<file path="config.mk">
export PLATFORM = sky130hd
export DESIGN_NAME = debounced_hysteresis_rule_monitor
export DESIGN_NICKNAME = d
export VERILOG_FILES = /design/src/sv/drhm_pkg.sv /design/src/sv/drhm_cfg_regs.sv /design/src/sv/drhm_eval.sv /design/src/sv/debounced_hysteresis_rule_monitor.sv
export SDC_FILE = /design/constraint.sdc
export NUM_CORES = 1
export LEC_CHECK = 0
export BUFFER_PORTS_ARGS = -buffer_cell sky130_fd_sc_hd__buf_2
export CORE_UTILIZATION = 57
export DETAILED_ROUTE_END_ITERATION = 16
export PLACE_DENSITY = 0.75
export SYNTH_ARGS = -nofsm -noshare
export SYNTH_HDL_FRONTEND = slang
export SYNTH_HIERARCHICAL = 1
export SYNTH_SLANG_ARGS = --single-unit
export TNS_END_PERCENT = 30
</file>
<file path="constraint.sdc">
create_clock -name clk -period 20.6 [get_ports clk]
set_input_delay 4.12 -clock clk [delete_from_list [all_inputs] [get_ports clk]]
set_output_delay 4.12 -clock clk [all_outputs]
set_load 0.005 [all_outputs]
</file>
<file path="src/sv/drhm_pkg.sv">
// ----------------------------------------------------------------------------
// drhm_pkg: shared types and codes for the debounced hysteresis rule monitor
// Word layouts, configuration image, event and pin codes, Q16.16 helpers.
// ----------------------------------------------------------------------------
package drhm_pkg;

	localparam logic [1:0] MODE_BELOW   = 2'd0;
	localparam logic [1:0] MODE_ABOVE   = 2'd1;
	localparam logic [1:0] MODE_OUTSIDE = 2'd2;
	localparam logic [1:0] MODE_ABSDIFF = 2'd3;

	localparam logic [2:0] REG_COMPARE_MODE   = 3'd0;
	localparam logic [2:0] REG_THRESHOLD_LOW  = 3'd1;
	localparam logic [2:0] REG_THRESHOLD_HIGH = 3'd2;
	localparam logic [2:0] REG_HYSTERESIS     = 3'd3;
	localparam logic [2:0] REG_DEBOUNCE_TIME  = 3'd4;
	localparam logic [2:0] REG_RPM_GATE_MIN   = 3'd5;
	localparam logic [2:0] REG_RPM_GATE_MAX   = 3'd6;
	localparam logic [2:0] REG_SHUTDOWN       = 3'd7;

	localparam logic [1:0] EV_NONE    = 2'd0;
	localparam logic [1:0] EV_TRIGGER = 2'd1;
	localparam logic [1:0] EV_CLEAR   = 2'd2;

	localparam logic [1:0] PIN_NONE = 2'd0;
	localparam logic [1:0] PIN_LOW  = 2'd1;
	localparam logic [1:0] PIN_HIGH = 2'd2;

	localparam logic signed [31:0] Q_MAX = 32'sh7FFF_FFFF;
	localparam logic signed [31:0] Q_MIN = 32'sh8000_0000;

	typedef struct packed {
		logic signed [31:0] value_main;
		logic signed [31:0] value_second;
		logic [15:0]        engine_rpm;
		logic [31:0]        now_ms;
		logic               source_ready;
	} in_word_t;

	typedef struct packed {
		logic [1:0] event_kind;
		logic       rule_active;
		logic [1:0] pin_drive;
		logic       condition_now;
	} out_word_t;

	typedef struct packed {
		logic [1:0]         compare_mode;
		logic signed [31:0] threshold_low;
		logic signed [31:0] threshold_high;
		logic [30:0]        hysteresis;
		logic [15:0]        debounce_time;
		logic [15:0]        rpm_gate_min;
		logic [15:0]        rpm_gate_max;
		logic               shutdown_on_fault;
	} cfg_t;

	typedef struct packed {
		logic        active;
		logic [31:0] start;
	} rule_state_t;

	// clamp a 33-bit signed sum back to Q16.16 range
	function automatic logic signed [31:0] sat_q(input logic signed [32:0] v);
		logic signed [31:0] r;
		if (v[32] != v[31]) begin
			r = v[32] ? Q_MIN : Q_MAX;
		end else begin
			r = v[31:0];
		end
		return r;
	endfunction

endpackage

</file>
<file path="src/sv/drhm_cfg_regs.sv">
// ----------------------------------------------------------------------------
// drhm_cfg_regs: configuration register file
// Plain write port; each index loads one field of the configuration image.
// ----------------------------------------------------------------------------
module drhm_cfg_regs (
	input  logic               clk,
	input  logic               arst_n,
	input  logic               cfg_we,
	input  logic [2:0]         cfg_index,
	input  logic [31:0]        cfg_data,
	output drhm_pkg::cfg_t     cfg
);

	drhm_pkg::cfg_t cfg_q;

	always_ff @(posedge clk or negedge arst_n) begin
		if (!arst_n) begin
			cfg_q <= '0;
		end else if (cfg_we) begin
			case (cfg_index)
				drhm_pkg::REG_COMPARE_MODE:   cfg_q.compare_mode      <= cfg_data[1:0];
				drhm_pkg::REG_THRESHOLD_LOW:  cfg_q.threshold_low     <= cfg_data;
				drhm_pkg::REG_THRESHOLD_HIGH: cfg_q.threshold_high    <= cfg_data;
				drhm_pkg::REG_HYSTERESIS:     cfg_q.hysteresis        <= cfg_data[30:0];
				drhm_pkg::REG_DEBOUNCE_TIME:  cfg_q.debounce_time     <= cfg_data[15:0];
				drhm_pkg::REG_RPM_GATE_MIN:   cfg_q.rpm_gate_min      <= cfg_data[15:0];
				drhm_pkg::REG_RPM_GATE_MAX:   cfg_q.rpm_gate_max      <= cfg_data[15:0];
				drhm_pkg::REG_SHUTDOWN:       cfg_q.shutdown_on_fault <= cfg_data[0];
				default: cfg_q <= cfg_q;
			endcase
		end
	end

	assign cfg = cfg_q;

endmodule

</file>
<file path="src/sv/drhm_eval.sv">
// ----------------------------------------------------------------------------
// drhm_eval: compare and debounce logic for one word
// Gate check, hysteresis compare, debounce and event decode; next rule state.
// ----------------------------------------------------------------------------
module drhm_eval (
	input  drhm_pkg::in_word_t    in_word,
	input  drhm_pkg::cfg_t        cfg,
	input  drhm_pkg::rule_state_t cur,
	output drhm_pkg::rule_state_t nxt,
	output drhm_pkg::out_word_t   res
);

	logic               skip;
	logic signed [31:0] lo_up;
	logic signed [31:0] lo_dn;
	logic signed [31:0] hi_dn;
	logic signed [31:0] diff;
	logic signed [31:0] abs_diff;
	logic               cond_raw;
	logic               cond;
	logic [31:0]        elapsed;
	logic signed [32:0] tl_x;
	logic signed [32:0] th_x;
	logic signed [32:0] hy_x;

	assign tl_x = {cfg.threshold_low[31], cfg.threshold_low};
	assign th_x = {cfg.threshold_high[31], cfg.threshold_high};
	assign hy_x = {2'b00, cfg.hysteresis};

	assign skip = !in_word.source_ready
		|| (cfg.rpm_gate_min != 16'd0 && in_word.engine_rpm < cfg.rpm_gate_min)
		|| (cfg.rpm_gate_max != 16'd0 && in_word.engine_rpm > cfg.rpm_gate_max);

	assign lo_up = drhm_pkg::sat_q(tl_x + hy_x);
	assign lo_dn = drhm_pkg::sat_q(tl_x - hy_x);
	assign hi_dn = drhm_pkg::sat_q(th_x - hy_x);

	assign diff = drhm_pkg::sat_q({in_word.value_main[31], in_word.value_main}
		- {in_word.value_second[31], in_word.value_second});
	// |MIN| does not fit, clamp to MAX
	assign abs_diff = !diff[31] ? diff : (diff == drhm_pkg::Q_MIN) ? drhm_pkg::Q_MAX : -diff;

	always_comb begin
		case (cfg.compare_mode)
			drhm_pkg::MODE_BELOW: begin
				cond_raw = cur.active ? (in_word.value_main < lo_up)
				                      : (in_word.value_main < cfg.threshold_low);
			end
			drhm_pkg::MODE_ABOVE: begin
				cond_raw = cur.active ? (in_word.value_main > lo_dn)
				                      : (in_word.value_main > cfg.threshold_low);
			end
			drhm_pkg::MODE_OUTSIDE: begin
				cond_raw = cur.active
					? (in_word.value_main < lo_up || in_word.value_main > hi_dn)
					: (in_word.value_main < cfg.threshold_low
						|| in_word.value_main > cfg.threshold_high);
			end
			default: begin
				cond_raw = cur.active ? (abs_diff > lo_dn) : (abs_diff > cfg.threshold_low);
			end
		endcase
	end

	assign cond    = !skip && cond_raw;
	assign elapsed = in_word.now_ms - cur.start;

	always_comb begin
		nxt               = cur;
		res.event_kind    = drhm_pkg::EV_NONE;
		res.pin_drive     = drhm_pkg::PIN_NONE;
		res.condition_now = cond;
		if (!skip) begin
			if (cond) begin
				if (!cur.active) begin
					// start of zero means idle, so a timestamp of zero does not arm
					if (cur.start == 32'd0) begin
						nxt.start = in_word.now_ms;
					end else if (elapsed >= {16'd0, cfg.debounce_time}) begin
						nxt.active     = 1'b1;
						nxt.start      = 32'd0;
						res.event_kind = drhm_pkg::EV_TRIGGER;
						if (cfg.shutdown_on_fault) begin
							res.pin_drive = drhm_pkg::PIN_LOW;
						end
					end
				end
			end else begin
				nxt.start = 32'd0;
				if (cur.active) begin
					nxt.active     = 1'b0;
					res.event_kind = drhm_pkg::EV_CLEAR;
					if (cfg.shutdown_on_fault) begin
						res.pin_drive = drhm_pkg::PIN_HIGH;
					end
				end
			end
		end
		res.rule_active = nxt.active;
	end

endmodule

</file>
<file path="src/sv/debounced_hysteresis_rule_monitor.sv">
// ----------------------------------------------------------------------------
// debounced_hysteresis_rule_monitor: one debounced fault rule with hysteresis
// Input register, single-pass evaluate, result register with stall handling.
// ----------------------------------------------------------------------------
// Usage:
//   in channel : in_valid / in_stall / in_data carry one sample word
//                (value, second value, rpm, ms timestamp, ready flag).
//   out channel: out_valid / out_stall / out_data return exactly one result
//                word per sample (event, active flag, pin drive, condition).
//   cfg port   : cfg_we / cfg_index / cfg_data load one register per edge;
//                write only while no sample is in flight.
// Words go through the input register and then the result register.
// Throughput: one word per cycle unless out_stall holds the result register.
//   The rule state (active flag and debounce start) is updated when a word
//   leaves the input register, so the next word sees it with no bubble.
// Stall: while out_stall holds a full result register, the input register
//   holds too and in_stall rises once it is occupied; nothing is dropped.
// Reset: arst_n clears the config, rule state and valid flags; the rule goes
//   inactive with no debounce running, and both pipeline registers empty.
// ----------------------------------------------------------------------------
module debounced_hysteresis_rule_monitor (
	input  logic                  clk,
	input  logic                  arst_n,
	input  logic                  in_valid,
	output logic                  in_stall,
	input  drhm_pkg::in_word_t    in_data,
	output logic                  out_valid,
	input  logic                  out_stall,
	output drhm_pkg::out_word_t   out_data,
	input  logic                  cfg_we,
	input  logic [2:0]            cfg_index,
	input  logic [31:0]           cfg_data
);

	drhm_pkg::cfg_t        cfg;
	drhm_pkg::in_word_t    word_s1;
	logic                  valid_s1;
	drhm_pkg::out_word_t   res_s2;
	logic                  valid_s2;
	drhm_pkg::rule_state_t state_q;
	drhm_pkg::rule_state_t state_nxt;
	drhm_pkg::out_word_t   res_comb;
	logic                  adv_s1;
	logic                  take_in;

	drhm_cfg_regs u_cfg (
		.clk       (clk),
		.arst_n    (arst_n),
		.cfg_we    (cfg_we),
		.cfg_index (cfg_index),
		.cfg_data  (cfg_data),
		.cfg       (cfg)
	);

	drhm_eval u_eval (
		.in_word (word_s1),
		.cfg     (cfg),
		.cur     (state_q),
		.nxt     (state_nxt),
		.res     (res_comb)
	);

	// s1 moves on when the result register is empty or being drained
	assign adv_s1   = valid_s1 && (!valid_s2 || !out_stall);
	assign in_stall = valid_s1 && !adv_s1;
	assign take_in  = in_valid && !in_stall;

	always_ff @(posedge clk or negedge arst_n) begin
		if (!arst_n) begin
			valid_s1 <= 1'b0;
		end else if (take_in) begin
			valid_s1 <= 1'b1;
		end else if (adv_s1) begin
			valid_s1 <= 1'b0;
		end
	end

	always_ff @(posedge clk) begin
		if (take_in) begin
			word_s1 <= in_data;
		end
	end

	// rule state commits only as the word is handed to the result register
	always_ff @(posedge clk or negedge arst_n) begin
		if (!arst_n) begin
			state_q <= '0;
		end else if (adv_s1) begin
			state_q <= state_nxt;
		end
	end

	always_ff @(posedge clk or negedge arst_n) begin
		if (!arst_n) begin
			valid_s2 <= 1'b0;
		end else if (adv_s1) begin
			valid_s2 <= 1'b1;
		end else if (!out_stall) begin
			valid_s2 <= 1'b0;
		end
	end

	always_ff @(posedge clk) begin
		if (adv_s1) begin
			res_s2 <= res_comb;
		end
	end

	assign out_valid = valid_s2;
	assign out_data  = res_s2;

endmodule

</file>
==> qor.csv, run 1 <==
stage;metric;value;unit
outcome;status;complete, no violations;
detailed_routing;wl;83100;um
finish;drive_gt1_frac;0.143;
yosys;synth_common_cells;435 x ha_1, 291 x inv_1, 254 x a21oi_1;
floorplan;rows;80;
detailed_routing;wl_per_cell;22.1;um
clock_tree;htreeDepth;2;
clock_tree;cts_hold_buf;0;
yosys;synth.top_cell.area_share;0.196;
yosys;yosysWarnings;6;
yosys;synth-edff-count;119;
detailed_routing;dr.first_iter.drc_count;1637;
setup_path;arrival;12.13;ns
sta;min_period;11.64;ns
clock_tree;cts.clk_slew.worst_paths;0.06;ns
finish;final_cells;3755;
place;gp_congestion;0.986;
sta;hold_viol;0;
global_route;antenna_found_initial;6;
pwr;power.density;144;mW/mm2
setup_path;crit_type;reg2reg;
setup_path;cp_max_fo;40;
sta;relSlewSlack;0.119;
clock_tree;tritoncts_num_sinks;300;
finish;area_delta_synth_final;8.87;%
setup_path;critPathLaunchType;flip-flop;
global_route;gr-usage-all-layers;0.329;
yosys;synth_cell_type_count;94;
yosys;syn_area_per_cell;9.28;um2
setup_path;critical-path-max-stage-delay;1.14;ns
pwr;power.total;4.35;mW
floorplan;die_x;223;um
sta;max_freq;0.0859;GHz
clock_tree;cts_root_buffer;clkbuf_16;
worst_hold_path;hp-class;reg2reg;
detailed_routing;wl_met1;36200;um
sta;rsz0062_at_grt;no;
yosys;synthesis.area;0.0278;mm2
setup_path;cp-end-kind;flip-flop;
global_route;grt_pass1_wl;128000;um
clock_tree;cts_tree;done;
clock_tree;cts_resized;0;
yosys;synth.most_common_cell;ha_1;
floorplan;dieArea;0.0496;mm2
sta;max_slew.worst_pin.slew;1.32;ns
detailed_routing;vias;23900;
floorplan;coreArea;0.0479;mm2
detailed_routing;wl_met2;39600;um
pwr;vdd_drop_max;92.8;uV
clock_tree;post-cts-setup-buffer-count;0;
detailed_routing;viasPerCell;6.37;
place;dp.cells;3692;
yosys;synth_seq_cells;300;
detailed_routing;highest_layer;met5;
place;dp_hpwl;66600;um
place;io_buffers;160;
global_route;grt_max_degree;74;
yosys;yosysSeqAreaShare;0.292;
detailed_routing;wl_met3;4390;um
yosys;synthCells;2992;
setup_path;cp_slowest_cell;and3_1;
yosys;syn_nets;3585;
floorplan;start_util;0.579;
clock_tree;clock_path_buffers;3;
pwr;p_leak;13.9;nW
sta;post-route-period-util;0.565;
run;cap_violations;0;
yosys;synth_top_cell_by_area;ha_1;
global_route;overflow;0;
detailed_routing;drc;0;
sta;setup_violations;0;
setup_path;cp_data_required_time;21.09;ns
sta;setup_tns;0;ns
yosys;netlist_top_cells_area;ha_1 20%, dfrtp_1 16%, edfxtp_1 13%;
sta;drv_slew;0;
global_route;grt_pass1_vias;23600;
floorplan;pin_count;161;
finish;fin_nets;3707;
detailed_routing;drt-pass1-iter-count;7;
finish;fillerInstances;3936;
detailed_routing;postRouteAntennaNets;0;
clock_tree;cts_made_buffers;35;
yosys;synth_flop_cell;dfrtp_1;
yosys;synthArstFlopShare;0.603;
clock_tree;clk_latency;0.56;ns
setup_path;critPathMostFrequentCell;ha_1;
finish;diodes;0;
sta;fin_worst_skew;0.0248;ns
floorplan;die_y;223;um
registers in the layout, summed over array words and instances, names as in the netlist:
| name | cells |
|---|---|
| out_data | 6 |
| out_valid | 1 |
| state_q | 33 |
| u_cfg/cfg | 146 |
| valid_s1 | 1 |
| word_s1 | 113 |
metrics by stage:
| stage | setup WS (ns) | hold slack [ns] | util | instance area (um2) |
|---|---|---|---|---|
| 2_1_floorplan | 10.88 | 0.451 | - | 27800 |
| 3_5_place_dp | 9.31 | 0.480 | 0.606 | 29000 |
| 3_3_place_gp | 9.58 | 0.460 | 0.606 | 29000 |
| 4_1_cts | 9.22 | 0.494 | 0.631 | 30200 |
| 5_1_grt | 8.43 | 0.512 | 0.631 | 30200 |
| 6_report | 8.96 | 0.491 | 0.631 | 30200 |
metal layers:
layer | vias to the layer above | track usage
li1 | 11400 | -
met1 | 11600 | 0.428
met2 | 783 | 0.564
met3 | 149 | 0.0377
met4 | 12 | 0.115
met5 | - | 0
worst max-delay path: cells and delay by family, from the launching register on:
family          cells  cell delay, ns
simple gates       12            4.84
compound gates     15            4.10
fa+ha+maj           4            1.17
buf+inv             2            0.55
flops               1            0.54
mux                 1            0.17
xor+xnor            1            0.15
worst paths after layout:
check                         startpoint             to  slack (ns)  cells after the start
max                          word_s1[82]     state_q[0]        8.96                     35
max in group asynchronous         arst_n  u_cfg/cfg[85]       15.07                      3
min in group asynchronous         arst_n    state_q[23]        3.53                      1
min reg2reg                u_cfg/cfg[44]  u_cfg/cfg[44]        0.49                      1
max reg2reg                  word_s1[82]     state_q[0]        8.96                     35
min                        u_cfg/cfg[44]  u_cfg/cfg[44]        0.49                      1
cells in the final DEF (no fill, tap or decap), types with 11 or more instances in the layout:
cell type / count
nor2b_1: 24
a22o_1: 34
clkbuf_16: 38
nand2_1: 106
a211oi_1: 41
mux2_2: 163
edfxtp_1: 119
buf_4: 20
nor2_1: 174
o211ai_1: 28
a221oi_1: 13
nand2b_1: 32
or3_1: 17
a21o_1: 95
nand4_1: 70
xnor2_1: 93
buf_2: 159
nor4_1: 35
o31ai_1: 25
o21bai_1: 25
o21a_1: 39
o21ai_0: 165
and3_1: 27
dfrtp_1: 181
a21oi_1: 253
inv_1: 291
xor2_1: 39
a31oi_1: 24
o31a_1: 12
nor3_1: 56
and2_1: 11
ha_1: 435
nand3_1: 57
where the power goes:
part / switching, mW / internal (mW) / leakage (nW)
logic: 1.70 / 1.15 / 9.92
registers: 0.126 / 0.734 / 3.37
clock network: 0.265 / 0.369 / 0.593
cell type report:
class	instances	area (um2)	area share
well taps	615	769	0.0255
repair buffers	180	957	0.0317
clock inverters	12	114	0.00377
flip-flops and latches	300	8100	0.268
clock buffers	51	1080	0.0357
inverters	294	1100	0.0365
multi-input cells	2303	18100	0.599
kinds of logic (layout without fill, tap and decap cells):
kind of cell / Yosys count / count (layout) / synth area share
AO/OA/AOI/OAI: 863 / 863 / 0.203
AND/OR/NAND/NOR: 679 / 679 / 0.129
adder cells (fa/ha/maj): 440 / 440 / 0.200
buffers and inverters: 389 / 537 / 0.0572
flip-flops: 300 / 300 / 0.292
multiplexers: 188 / 188 / 0.0773
XOR/XNOR: 133 / 133 / 0.0422
Power figures use the tool's default switching activity.
==> run 2, diff against run 1 <==
ABC_AREA = 1   (was not set)
clock period = 11.58 ns   (was 20.6 ns; I/O delays follow)
==> run 2 against run 1 <==
Design area up 4.6%; combinational power up 92%; clock-buffer cell count up 4; core utilization down 0.17 points; sequential share of layout area down 1.2 points; hold slack worse by 0.019 ns; via count up 17%; non-clock buffer count up 6; register-to-register slack worse by 7.1 ns; critical endpoint is now out_data[2]; largest cell class unchanged.
==> qor.csv, run 2 <==
stage;metric;value;unit
clock_tree;cts.clk_slew.worst_paths;0.06;ns
yosys;yosysWarnings;6;
place;preCtsSetupSlack;2.18;ns
setup_path;cp_data_required_time;12.02;ns
pwr;p_comb_frac;0.669;
pwr;p_clk_frac;0.145;
pwr;p_leak;16.4;nW
setup_path;reg2reg_to;out_data[2];
detailed_routing;postRouteAntennaNets;0;
sta;fin_worst_skew;0.0300;ns
finish;largest_reg_flops;146;
yosys;synth_flop_cell;dfrtp_1;
sta;min_period;9.67;ns
finish;area_delta_synth_final;8.51;%
yosys;yosysSeqAreaShare;0.278;
yosys;syn_area_per_cell;7.13;um2
sta;max_freq;0.103;GHz
yosys;synth.most_common_cell;nand2_1;
sta;hold_viol;0;
setup_path;critPathLaunchType;flip-flop;
finish;fin_util;0.629;
finish;final_cell_mix;1184 x nand2_1, 492 x inv_1, 435 x ha_1;
finish;diodes;0;
detailed_routing;drc;0;
pwr;pwr-share-seq;0.187;
yosys;synth-edff-count;119;
setup_path;setup.worst_path.start;word_s1[91];
global_route;gr-usage-all-layers;0.338;
detailed_routing;vias;28100;
place;dp_hpwl;69300;um
clock_tree;htreeDepth;2;
finish;drive_gt1_frac;0.0799;
place;dpl-instance-area;0.0304;mm2
sta;setup_tns;0;ns
yosys;synth_cell_type_count;59;
yosys;netlist_top_cells_area;ha_1 19%, dfrtp_1 16%, nand2_1 15%;
finish;final_common_cell;nand2_1;
pwr;power.density;260;mW/mm2
finish;fin_nets;4781;
clock_tree;cts_hold_buf;0;
global_route;grt_pass1_wl;141000;um
floorplan;die_x;228;um
floorplan;rows;82;
sta;relSlewSlack;0.219;
setup_path;crit_type;reg2reg;
finish;fin_area;0.0316;mm2
detailed_routing;dr.first_iter.drc_count;2378;
pwr;p_int;3.92;mW
clock_tree;tritoncts_num_sinks;300;
clock_tree;cts_root_buffer;clkbuf_16;
floorplan;dieArea;0.0520;mm2
setup_path;arrival;10.11;ns
floorplan;coreArea;0.0503;mm2
pwr;vdd_drop_max;258;uV
sta;drv_slew;0;
setup_path;critPathMostFrequentCell;nand2_1;
clock_tree;cts_tree;done;
sta;worst_slack;1.91;ns
setup_path;cp-end-kind;flip-flop;
yosys;synthesis.area;0.0291;mm2
setup_path;critical_path.endpoint;out_data[2];
floorplan;die_y;228;um
global_route;antenna_found_initial;1;
setup_path;r2r_slack;1.91;ns
clock_tree;clk_latency;0.60;ns
clock_tree;post-cts-setup-buffer-count;0;
sta;post-route-period-util;0.835;
yosys;synthArstFlopShare;0.603;
clock_tree;clock_path_buffers;3;
setup_path;cp_max_fo;39;
run;cap_violations;0;
sta;setup_violations;0;
outcome;status;complete, no violations;
detailed_routing;viasPerCell;5.74;
clock_tree;cts_made_buffers;37;
setup_path;cp_slowest_cell;clkinv_1;
pwr;p_sw;4.30;mW
yosys;synthCells;4087;
detailed_routing;wl_per_cell;18.2;um
yosys;synth.top_cell.area_share;0.187;
yosys;synth_seq_cells;300;
global_route;overflow;0;
detailed_routing;wl;89200;um
yosys;synth_common_cells;1184 x nand2_1, 493 x inv_1, 435 x ha_1;
setup_path;rr_worst_depth;45;
clock_tree;cts_resized;0;
worst_hold_path;hp-class;reg2reg;
yosys;synth_top_cell_by_area;ha_1;
place;gp_congestion;1.01;
global_route;grt_max_degree;77;
detailed_routing;drt-pass1-iter-count;6;
sta;max_slew.worst_pin.slew;1.16;ns
yosys;syn_nets;4680;
floorplan;start_util;0.580;
setup_path;r2r_start;word_s1[91];
global_route;grt_pass1_vias;26000;
setup_path;critical-path-max-stage-delay;0.89;ns
floorplan;pin_count;161;
pwr;switching_share;0.523;
place;io_buffers;160;
sta;rsz0062_at_grt;no;
-- run 2: cell types whose count changed in the layout (fill, tap and decap cells not counted), moves of 78 or more --
cell	before	now
a21o_1	95	10
a21oi_1	253	342
inv_1	291	492
nand2_1	106	1184
mux2_2	163	0
xnor2_1	93	15
nand3_1	57	289
-- run 2: critical path, delay by kind of cell, from the launching register on --
kind | cells | cell delay (ns)
fa+ha+maj | 4 | 1.52
flops | 1 | 0.59
simple gates | 22 | 3.23
xor+xnor | 2 | 0.34
buf+inv | 5 | 1.53
compound gates | 12 | 2.25
-- run 2: metrics by stage --
stage / hold slack [ns] / instances / power, mW
after floorplan: 0.440 / 4087 / 5.50
after global placement: 0.457 / 4821 / 6.83
after detailed placement: 0.459 / 4821 / 6.90
after CTS: 0.473 / 4889 / 8.13
after global routing: 0.496 / 4889 / 9.04
final: 0.471 / 4889 / 8.22
-- run 2: worst min-delay path by stage --
stage,from,end,cells past startpoint
5_1_grt,u_cfg/cfg[35],u_cfg/cfg[35],2
2_1_floorplan,state_q[32],state_q[32],2
4_1_cts,u_cfg/cfg[44],u_cfg/cfg[44],2
3_5_place_dp,u_cfg/cfg[44],u_cfg/cfg[44],2
3_3_place_gp,u_cfg/cfg[38],u_cfg/cfg[38],2
6_report,u_cfg/cfg[44],u_cfg/cfg[44],2
-- run 2: power groups by stage --
stage	combinational, mW	sequential [mW]	clock (mW)
global route	6.22	1.56	1.26
global placement	5.29	1.54	0
detailed placement	5.35	1.54	0
floorplan	4.03	1.46	0
CTS	5.39	1.53	1.21
finish	5.49	1.53	1.19
-- run 2: final cells by class --
class / instances / area (um2)
clock buffers: 55 / 1070
fillers: 4770 / 18700
flip-flops and latches: 300 / 8100
well taps: 672 / 841
clock inverters: 13 / 175
multi-input cells: 3158 / 18500
repair buffers: 186 / 1000
inverters: 505 / 1900
-- run 2: cells by family after synthesis --
kind of cell,Yosys count,share of synthesized area
adders and majority gates,440,0.190
xor gates and xnor gates,72,0.0216
DFF,300,0.278
and+or+nand+nor,1926,0.285
AOI/OAI and AO/OA,720,0.138
buffers and inverters,629,0.0874
-- run 2: routing by layer --
| metal | vias to the layer above | track usage | routed length [um] |
|---|---|---|---|
| met5 | - | 0 | 0 |
| met4 | 0 | 0.138 | 3760 |
| met3 | 176 | 0.0318 | 5790 |
| met2 | 1003 | 0.551 | 40500 |
| met1 | 12900 | 0.462 | 39100 |
| li1 | 14000 | - | - |
